$ cat config.mk
export PLATFORM = sky130hd
export DESIGN_NAME = base64_line_wrapped_encoder
export DESIGN_NICKNAME = d
export VERILOG_FILES = /design/src/hdl/b64lw_pkg.sv /design/src/hdl/b64lw_front.sv /design/src/hdl/b64lw_queue.sv /design/src/hdl/b64lw_back.sv /design/src/hdl/base64_line_wrapped_encoder.sv
export SDC_FILE = /design/constraint.sdc
export NUM_CORES = 1
export LEC_CHECK = 0
export BUFFER_PORTS_ARGS = -buffer_cell sky130_fd_sc_hd__buf_2
export CORE_MARGIN = 2
export CORE_UTILIZATION = 60
export DETAILED_ROUTE_END_ITERATION = 10
export GPL_TIMING_DRIVEN = 1
export PLACE_DENSITY = 0.78
export SYNTH_ARGS = -nofsm -noshare
export SYNTH_HDL_FRONTEND = slang
export SYNTH_SLANG_ARGS = --single-unit
$ cat constraint.sdc
create_clock -name clk_i -period 6.72 [get_ports clk_i]
set_input_delay 0.672 -clock clk_i [delete_from_list [all_inputs] [get_ports clk_i]]
set_output_delay 0.672 -clock clk_i [all_outputs]
set_load 0.01 [all_outputs]
$ cat src/hdl/b64lw_pkg.sv
// Shared types, constants and the alphabet function for the base64 line-wrapped encoder.
package b64lw_pkg;

  localparam logic [7:0] NL_CHAR     = 8'h0A;
  localparam logic [7:0] PAD_CHAR    = 8'h3D;
  localparam logic [7:0] WIDTH_RESET = 8'd72;

  // Job queue geometry
  localparam int unsigned QDEPTH = 2;
  localparam int unsigned QPTR_W = 1;
  localparam int unsigned QCNT_W = 2;

  // Character slot in the back end: four symbols then an optional newline
  localparam int unsigned POS_W = 3;
  localparam logic [POS_W-1:0] POS_LAST_SYM = 3'd3;
  localparam logic [POS_W-1:0] POS_NL       = 3'd4;

  // One group of output characters handed from front to back
  typedef struct packed {
    logic [3:0][7:0] chars;
    logic            nl;
  } job_t;

  // Six-bit value to its base64 character
  function automatic logic [7:0] sym(input logic [5:0] v);
    logic [7:0] w;
    w = {2'b00, v};
    if (v < 6'd26)      sym = 8'h41 + w;
    else if (v < 6'd52) sym = 8'h61 + (w - 8'd26);
    else if (v < 6'd62) sym = 8'h30 + (w - 8'd52);
    else if (v == 6'd62) sym = 8'h2B;
    else                sym = 8'h2F;
  endfunction

endpackage

$ cat src/hdl/b64lw_front.sv
// Front end: accepts bytes, gathers groups, tracks the line count and builds jobs.
module b64lw_front (
  input  logic              clk_i,
  input  logic              rst_ni,
  input  logic              cfg_we_i,
  input  logic [7:0]        cfg_wdata_i,
  input  logic              in_valid_i,
  output logic              in_ready_o,
  input  logic [7:0]        in_byte_i,
  input  logic              in_last_i,
  input  logic              q_full_i,
  output logic              push_o,
  output b64lw_pkg::job_t   job_o
);
  import b64lw_pkg::*;

  logic [7:0] width_q;
  logic [7:0] b0_q, b0_d;
  logic [7:0] b1_q, b1_d;
  logic [1:0] gc_q, gc_d;
  logic [7:0] lc_q, lc_d;
  logic [8:0] next_lc;
  logic       wrap;
  logic       fire;

  assign in_ready_o = !q_full_i;
  assign fire       = in_valid_i && in_ready_o;

  // Line count after one more group, compared at nine bits
  assign next_lc = {1'b0, lc_q} + 9'd4;
  assign wrap    = (next_lc >= {1'b0, width_q}) || (next_lc > 9'd255);

  // Group assembly and job build
  always_comb begin
    b0_d   = b0_q;
    b1_d   = b1_q;
    gc_d   = gc_q;
    lc_d   = lc_q;
    push_o = 1'b0;
    job_o  = '0;
    if (fire) begin
      if (gc_q == 2'd2) begin
        push_o       = 1'b1;
        job_o.chars[0] = sym(b0_q[7:2]);
        job_o.chars[1] = sym({b0_q[1:0], b1_q[7:4]});
        job_o.chars[2] = sym({b1_q[3:0], in_byte_i[7:6]});
        job_o.chars[3] = sym(in_byte_i[5:0]);
        job_o.nl     = wrap;
        lc_d         = wrap ? 8'd0 : next_lc[7:0];
        b0_d         = '0;
        b1_d         = '0;
        gc_d         = 2'd0;
      end else if (in_last_i) begin
        push_o = 1'b1;
        if (gc_q == 2'd0) begin
          job_o.chars[0] = sym(in_byte_i[7:2]);
          job_o.chars[1] = sym({in_byte_i[1:0], 4'b0000});
          job_o.chars[2] = PAD_CHAR;
        end else begin
          job_o.chars[0] = sym(b0_q[7:2]);
          job_o.chars[1] = sym({b0_q[1:0], in_byte_i[7:4]});
          job_o.chars[2] = sym({in_byte_i[3:0], 2'b00});
        end
        job_o.chars[3] = PAD_CHAR;
        job_o.nl       = 1'b1;
      end else if (gc_q == 2'd0) begin
        b0_d = in_byte_i;
        b1_d = '0;
        gc_d = 2'd1;
      end else begin
        b1_d = in_byte_i;
        gc_d = 2'd2;
      end
      // End of stream clears the state
      if (in_last_i) begin
        b0_d = '0;
        b1_d = '0;
        gc_d = 2'd0;
        lc_d = 8'd0;
      end
    end
  end

  always_ff @(posedge clk_i or negedge rst_ni) begin
    if (!rst_ni) begin
      width_q <= WIDTH_RESET;
      b0_q    <= '0;
      b1_q    <= '0;
      gc_q    <= 2'd0;
      lc_q    <= 8'd0;
    end else begin
      if (cfg_we_i) begin
        width_q <= cfg_wdata_i;
      end
      b0_q <= b0_d;
      b1_q <= b1_d;
      gc_q <= gc_d;
      lc_q <= lc_d;
    end
  end

endmodule

$ cat src/hdl/b64lw_queue.sv
// Two-entry job queue between the front and back ends.
module b64lw_queue (
  input  logic              clk_i,
  input  logic              rst_ni,
  input  logic              push_i,
  input  b64lw_pkg::job_t   job_i,
  input  logic              pop_i,
  output logic              full_o,
  output logic              empty_o,
  output b64lw_pkg::job_t   head_o
);
  import b64lw_pkg::*;

  job_t              mem_q [QDEPTH];
  logic [QPTR_W-1:0] wr_q, rd_q;
  logic [QCNT_W-1:0] cnt_q;
  logic              do_push, do_pop;

  assign full_o  = (cnt_q == QCNT_W'(QDEPTH));
  assign empty_o = (cnt_q == '0);
  assign head_o  = mem_q[rd_q];
  assign do_push = push_i && !full_o;
  assign do_pop  = pop_i && !empty_o;

  // Entry storage
  always_ff @(posedge clk_i) begin
    if (do_push) begin
      mem_q[wr_q] <= job_i;
    end
  end

  // Pointers and fill count
  always_ff @(posedge clk_i or negedge rst_ni) begin
    if (!rst_ni) begin
      wr_q  <= '0;
      rd_q  <= '0;
      cnt_q <= '0;
    end else begin
      if (do_push) wr_q <= wr_q + 1'b1;
      if (do_pop)  rd_q <= rd_q + 1'b1;
      if (do_push && !do_pop)      cnt_q <= cnt_q + 1'b1;
      else if (do_pop && !do_push) cnt_q <= cnt_q - 1'b1;
    end
  end

endmodule

$ cat src/hdl/b64lw_back.sv
// Back end: sends the characters of the head job one word per cycle while the receiver is ready.
module b64lw_back (
  input  logic              clk_i,
  input  logic              rst_ni,
  input  logic              empty_i,
  input  b64lw_pkg::job_t   head_i,
  output logic              pop_o,
  output logic              out_valid_o,
  input  logic              out_ready_i,
  output logic [7:0]        out_char_o,
  output logic              out_last_o
);
  import b64lw_pkg::*;

  logic [POS_W-1:0] pos_q, pos_d;
  logic             fire;

  assign out_valid_o = !empty_i;
  assign fire        = out_valid_o && out_ready_i;

  // Character select and end-of-job flag
  always_comb begin
    if (pos_q == POS_NL) out_char_o = NL_CHAR;
    else                 out_char_o = head_i.chars[pos_q[1:0]];
    out_last_o = (pos_q == POS_NL) || ((pos_q == POS_LAST_SYM) && !head_i.nl);
  end

  assign pop_o = fire && out_last_o;

  always_comb begin
    pos_d = pos_q;
    if (fire) begin
      pos_d = out_last_o ? '0 : pos_q + 1'b1;
    end
  end

  always_ff @(posedge clk_i or negedge rst_ni) begin
    if (!rst_ni) begin
      pos_q <= '0;
    end else begin
      pos_q <= pos_d;
    end
  end

endmodule

$ cat src/hdl/base64_line_wrapped_encoder.sv
// Top level of the base64 encoder with line wrapping.
// A byte that completes or ends a group shows its first character on the
//   next cycle when the job queue was empty; the four or five characters then leave
//   one per cycle while the receiver is ready.
// Throughput: one byte per cycle is taken while the two-entry job queue has room;
//   sustained rate is set by the back end.
// Reset (rst_ni low, asynchronous): queue empty, group and line state cleared,
//   line width back to 72.
module base64_line_wrapped_encoder (
  input  logic       clk_i,
  input  logic       rst_ni,
  input  logic       cfg_we_i,
  input  logic [7:0] cfg_wdata_i,
  input  logic       s_axis_tvalid,
  output logic       s_axis_tready,
  input  logic [7:0] s_axis_tdata,   // [7:0] data_byte
  input  logic       s_axis_tlast,   // end_of_data
  output logic       m_axis_tvalid,
  input  logic       m_axis_tready,
  output logic [7:0] m_axis_tdata,   // [7:0] out_char
  output logic       m_axis_tlast    // run_last
);
  import b64lw_pkg::*;

  job_t job, head;
  logic push, pop, q_full, q_empty;

  b64lw_front u_front (
    .clk_i       (clk_i),
    .rst_ni      (rst_ni),
    .cfg_we_i    (cfg_we_i),
    .cfg_wdata_i (cfg_wdata_i),
    .in_valid_i  (s_axis_tvalid),
    .in_ready_o  (s_axis_tready),
    .in_byte_i   (s_axis_tdata),
    .in_last_i   (s_axis_tlast),
    .q_full_i    (q_full),
    .push_o      (push),
    .job_o       (job)
  );

  b64lw_queue u_queue (
    .clk_i   (clk_i),
    .rst_ni  (rst_ni),
    .push_i  (push),
    .job_i   (job),
    .pop_i   (pop),
    .full_o  (q_full),
    .empty_o (q_empty),
    .head_o  (head)
  );

  b64lw_back u_back (
    .clk_i       (clk_i),
    .rst_ni      (rst_ni),
    .empty_i     (q_empty),
    .head_i      (head),
    .pop_o       (pop),
    .out_valid_o (m_axis_tvalid),
    .out_ready_i (m_axis_tready),
    .out_char_o  (m_axis_tdata),
    .out_last_o  (m_axis_tlast)
  );

  // A job is never offered to a full queue
  a_no_push_full: assert property (@(posedge clk_i) disable iff (!rst_ni)
    push |-> !q_full)
    else $error("job pushed into full queue");

  // A newline only ever closes a job
  a_nl_last: assert property (@(posedge clk_i) disable iff (!rst_ni)
    (m_axis_tvalid && m_axis_tdata == NL_CHAR) |-> m_axis_tlast)
    else $error("newline not at end of job");

  // Padding never ends a job: a second pad or the newline always follows it
  a_pad_not_last: assert property (@(posedge clk_i) disable iff (!rst_ni)
    (m_axis_tvalid && m_axis_tdata == PAD_CHAR) |-> !m_axis_tlast)
    else $error("padding marked as last word");

endmodule

==> flow_summary_export.csv <==
group,metric,value,unit
synth,syn_area_per_cell,9.70,um2
clock_network,htreeDepth,3,
sta,tightest_slew,1040,ps
grt,grt_antenna_before_repair,0,
place,gp_congestion,0.962,
route,vias,6580,
finish,drive_gt1_share,12.8,%
route,wirelength,20.5,mm
clock_network,cts_tree,"yes",
setup_path,worst-setup-path-type,"in -> reg",
synth,synth_area,0.00830,mm2
synth,ys.flop_type,"edfxtp_1",
grt,track_usage,28.9,%
setup_path,critPathMaxStageDelay,350,ps
route,firstDrtPassIters,5,
finish,diodes,0,
power,power,2.90,mW
setup_path,crit_top_cell,"ha_1",
route,drtIter0Drc,523,
grt,gr-total-overflow,0,
floorplan,start_util,62.0,%
grt,grt_max_degree,40,
min_path,hold_path.class,"in -> async",
sta,hold_viol,0,
setup_path,cp_cell_sequence,"buf_2, inv_1, ha_1, a21oi_2, nand2b_1, nand2_1, ha_1, or3b_1, a22o_1, a311oi_1, o311ai_1, nand3_1",
synth,synth_seq_cells,105,
synth,syn_inst,856,
route,wire_per_inst,19.9,um
synth,synth_cell_types,86,
grt,grt_pass1_vias,6300,
outcome,status,"finished clean",
clock_network,clock_latency,360,ps
floorplan,dieArea,0.0148,mm2
synth,synth_async_sr_flop_share,37.1,%
clock_network,cts_sinks,105,
clock_network,cts_resized,0,
sta,skew,11.4,ps
floorplan,fp.dieH,122,um
floorplan,ios,33,
clock_network,cts_made_buffers,9,
synth,seq_area_frac_synth,35.7,%
sta,slew_headroom,31.0,%
grt,grt_pass1_wl,32.8,mm
floorplan,rows,42,
power,total_leakage_power,3.51,nW
setup_path,start_kind,"input port",
setup_path,slowest_stage,"or3b_1",
setup_path,crit_fanout,18,
sta,tns,0,ps
flow_run,maxCapViolCount,0,
synth,synth-edff-count,66,
finish,syn_to_final_growth,5.26,%
synth,syn-num-nets,952,
sta,slew_violations,0,
synth,synth_warnings,0,
clock_network,postCtsSetupBuffers,0,
clock_network,clk_pin_slew,70,ps
finish,nets,948,
sta,setup_viol_count_final,0,
place,place_hpwl,15.5,mm
route,drc,0,
floorplan,die_w,122,um
clock_network,postCtsHoldBufs,0,
sta,grt_setup_unrepaired,"no",
sta,max_freq,304,MHz
route,ant_nets,0,
setup_path,crit_arrival,3500,ps
sta,finalCritPeriodShare,48.9,%
sta,period_needed,3290,ps
floorplan,coreArea,0.0134,mm2
clock_network,root_buffer,"clkbuf_16",
setup_path,worst-endpoint-required,6930,ps
clock_network,cts_max_path_buffers,2,
place,io_buffers,32,
route,viasPerCell,6.37,
setup_path,endpoint_kind,"register",
power,max-vdd-ir-drop,0.163,mV
power,power_density,332,mW/mm2
==> flip-flops by register name (all words and copies together) (netlist names) <==
name,flops
u_queue.cnt_q,2
u_front.b1_q,8
u_queue.rd_q,1
u_queue.mem_q,66
u_front.lc_q,6
u_front.gc_q,2
u_front.b0_q,8
u_back.pos_q,3
u_queue.wr_q,1
u_front.width_q,8
==> per-layer routing <==
| layer | wire length, um | track usage (%) | up-vias |
|---|---|---|---|
| li1 | - | - | 3120 |
| met1 | 8990 | 39.6 | 3162 |
| met2 | 9680 | 46.6 | 258 |
| met3 | 1320 | 4.92 | 40 |
| met4 | 541 | 10.3 | 0 |
| met5 | 0 | 0 | - |
==> worst paths after layout <==
kind                       slack, ps                          from                        endpoint  cells after the start
hold reg to reg                  500  u_queue.cnt_q[1]$_DFFE_PN0P_    u_queue.cnt_q[1]$_DFFE_PN0P_                      1
max in group asynchronous       5680                        rst_ni     u_front.lc_q[3]$_DFFE_PN0P_                      1
min in group clk_i               500  u_queue.cnt_q[1]$_DFFE_PN0P_    u_queue.cnt_q[1]$_DFFE_PN0P_                      1
hold / removal                   460                        rst_ni     u_back.pos_q[0]$_DFFE_PN0P_                      1
setup / recovery                3430               s_axis_tdata[5]   u_queue.mem_q[0][7]$_DFFE_PP_                     12
setup reg to reg                3890   u_front.gc_q[0]$_DFFE_PN0P_  u_queue.mem_q[0][13]$_DFFE_PP_                      4
==> cell usage after synthesis (4+ instances only) <==
master,count,area [um2]
nand2_1,118,443
ha_1,74,926
edfxtp_1,66,1980
a21oi_1,57,285
xnor2_1,43,377
o21ai_0,38,190
dfrtp_1,37,926
nor2_1,33,124
inv_1,30,113
xor2_1,26,228
buf_2,25,125
nand3_1,18,90.1
clkbuf_1,16,60.1
mux4_2,16,360
o21ai_1,15,75.1
nand2b_1,14,87.6
nor3_1,13,65.1
nor2b_1,12,75.1
a21o_1,11,82.6
a211oi_1,9,67.6
a31oi_1,9,56.3
buf_4,8,60.1
nand4_1,8,50.1
o31ai_1,8,60.1
mux2_2,7,78.8
mux2i_1,7,70.1
a221oi_1,6,52.6
a311oi_1,6,52.6
and2_1,6,37.5
and3_1,6,37.5
o211ai_1,6,45.0
a211o_1,5,43.8
inv_2,5,18.8
o21a_1,5,37.5
o22ai_1,5,31.3
a21oi_2,4,35.0
a32o_1,4,40.0
==> critical path: cells and delay by family <==
family	cells	cell delay, ps
and+or+nand+nor	4	890
AOI/OAI and AO/OA	4	820
buffers and inverters	2	580
adders and majority gates	2	500
==> kinds of logic after synthesis <==
family	synth area share, %
and+or+nand+nor	15.5
AOI/OAI and AO/OA	18.3
DFF	35.7
buffers and inverters	4.81
muxes	6.27
adders and majority gates	11.2
xor gates and xnor gates	8.40
==> where the power goes <==
part | total (mW) | switching [mW] | internal, mW
Sequential | 1.09 | 0.234 | 0.854
Clock | 0.497 | 0.243 | 0.254
Combinational | 1.31 | 0.752 | 0.562
Total | 2.90 | 1.23 | 1.67
==> stage by stage <==
stage                     instances  worst slack, ps  util, %  area [um2]  hold WS [ps]
after global routing           1033             3200     65.2        8740           524
after CTS                      1033             3500     65.2        8740           480
final                          1033             3430     65.2        8740           457
after global placement         1017             3210     63.1        8460           473
after detailed placement       1017             3150     63.1        8460           495
after floorplan                 856             3620        -        8300           376
==> area by class of cell <==
class | count | area [um2]
tap | 176 | 220
sequential | 105 | 2960
inverter | 36 | 135
clock buffer | 9 | 225
clock inverter | 7 | 55.1
fill | 1078 | 4660
timing repair buffer | 37 | 198
multi-input combinational | 663 | 4940
==> cell usage in the layout, fill, tap and decap left out, types with 13 or more instances in the layout <==
cell        n
nor3_1     13
o21ai_1    15
nand2b_1   14
a21oi_1    57
nor2_1     32
inv_1      30
edfxtp_1   66
xor2_1     26
nand2_1   118
buf_2      32
xnor2_1    43
dfrtp_1    37
mux4_2     16
nand3_1    18
o21ai_0    38
ha_1       74
Power figures use the tool's default switching activity.
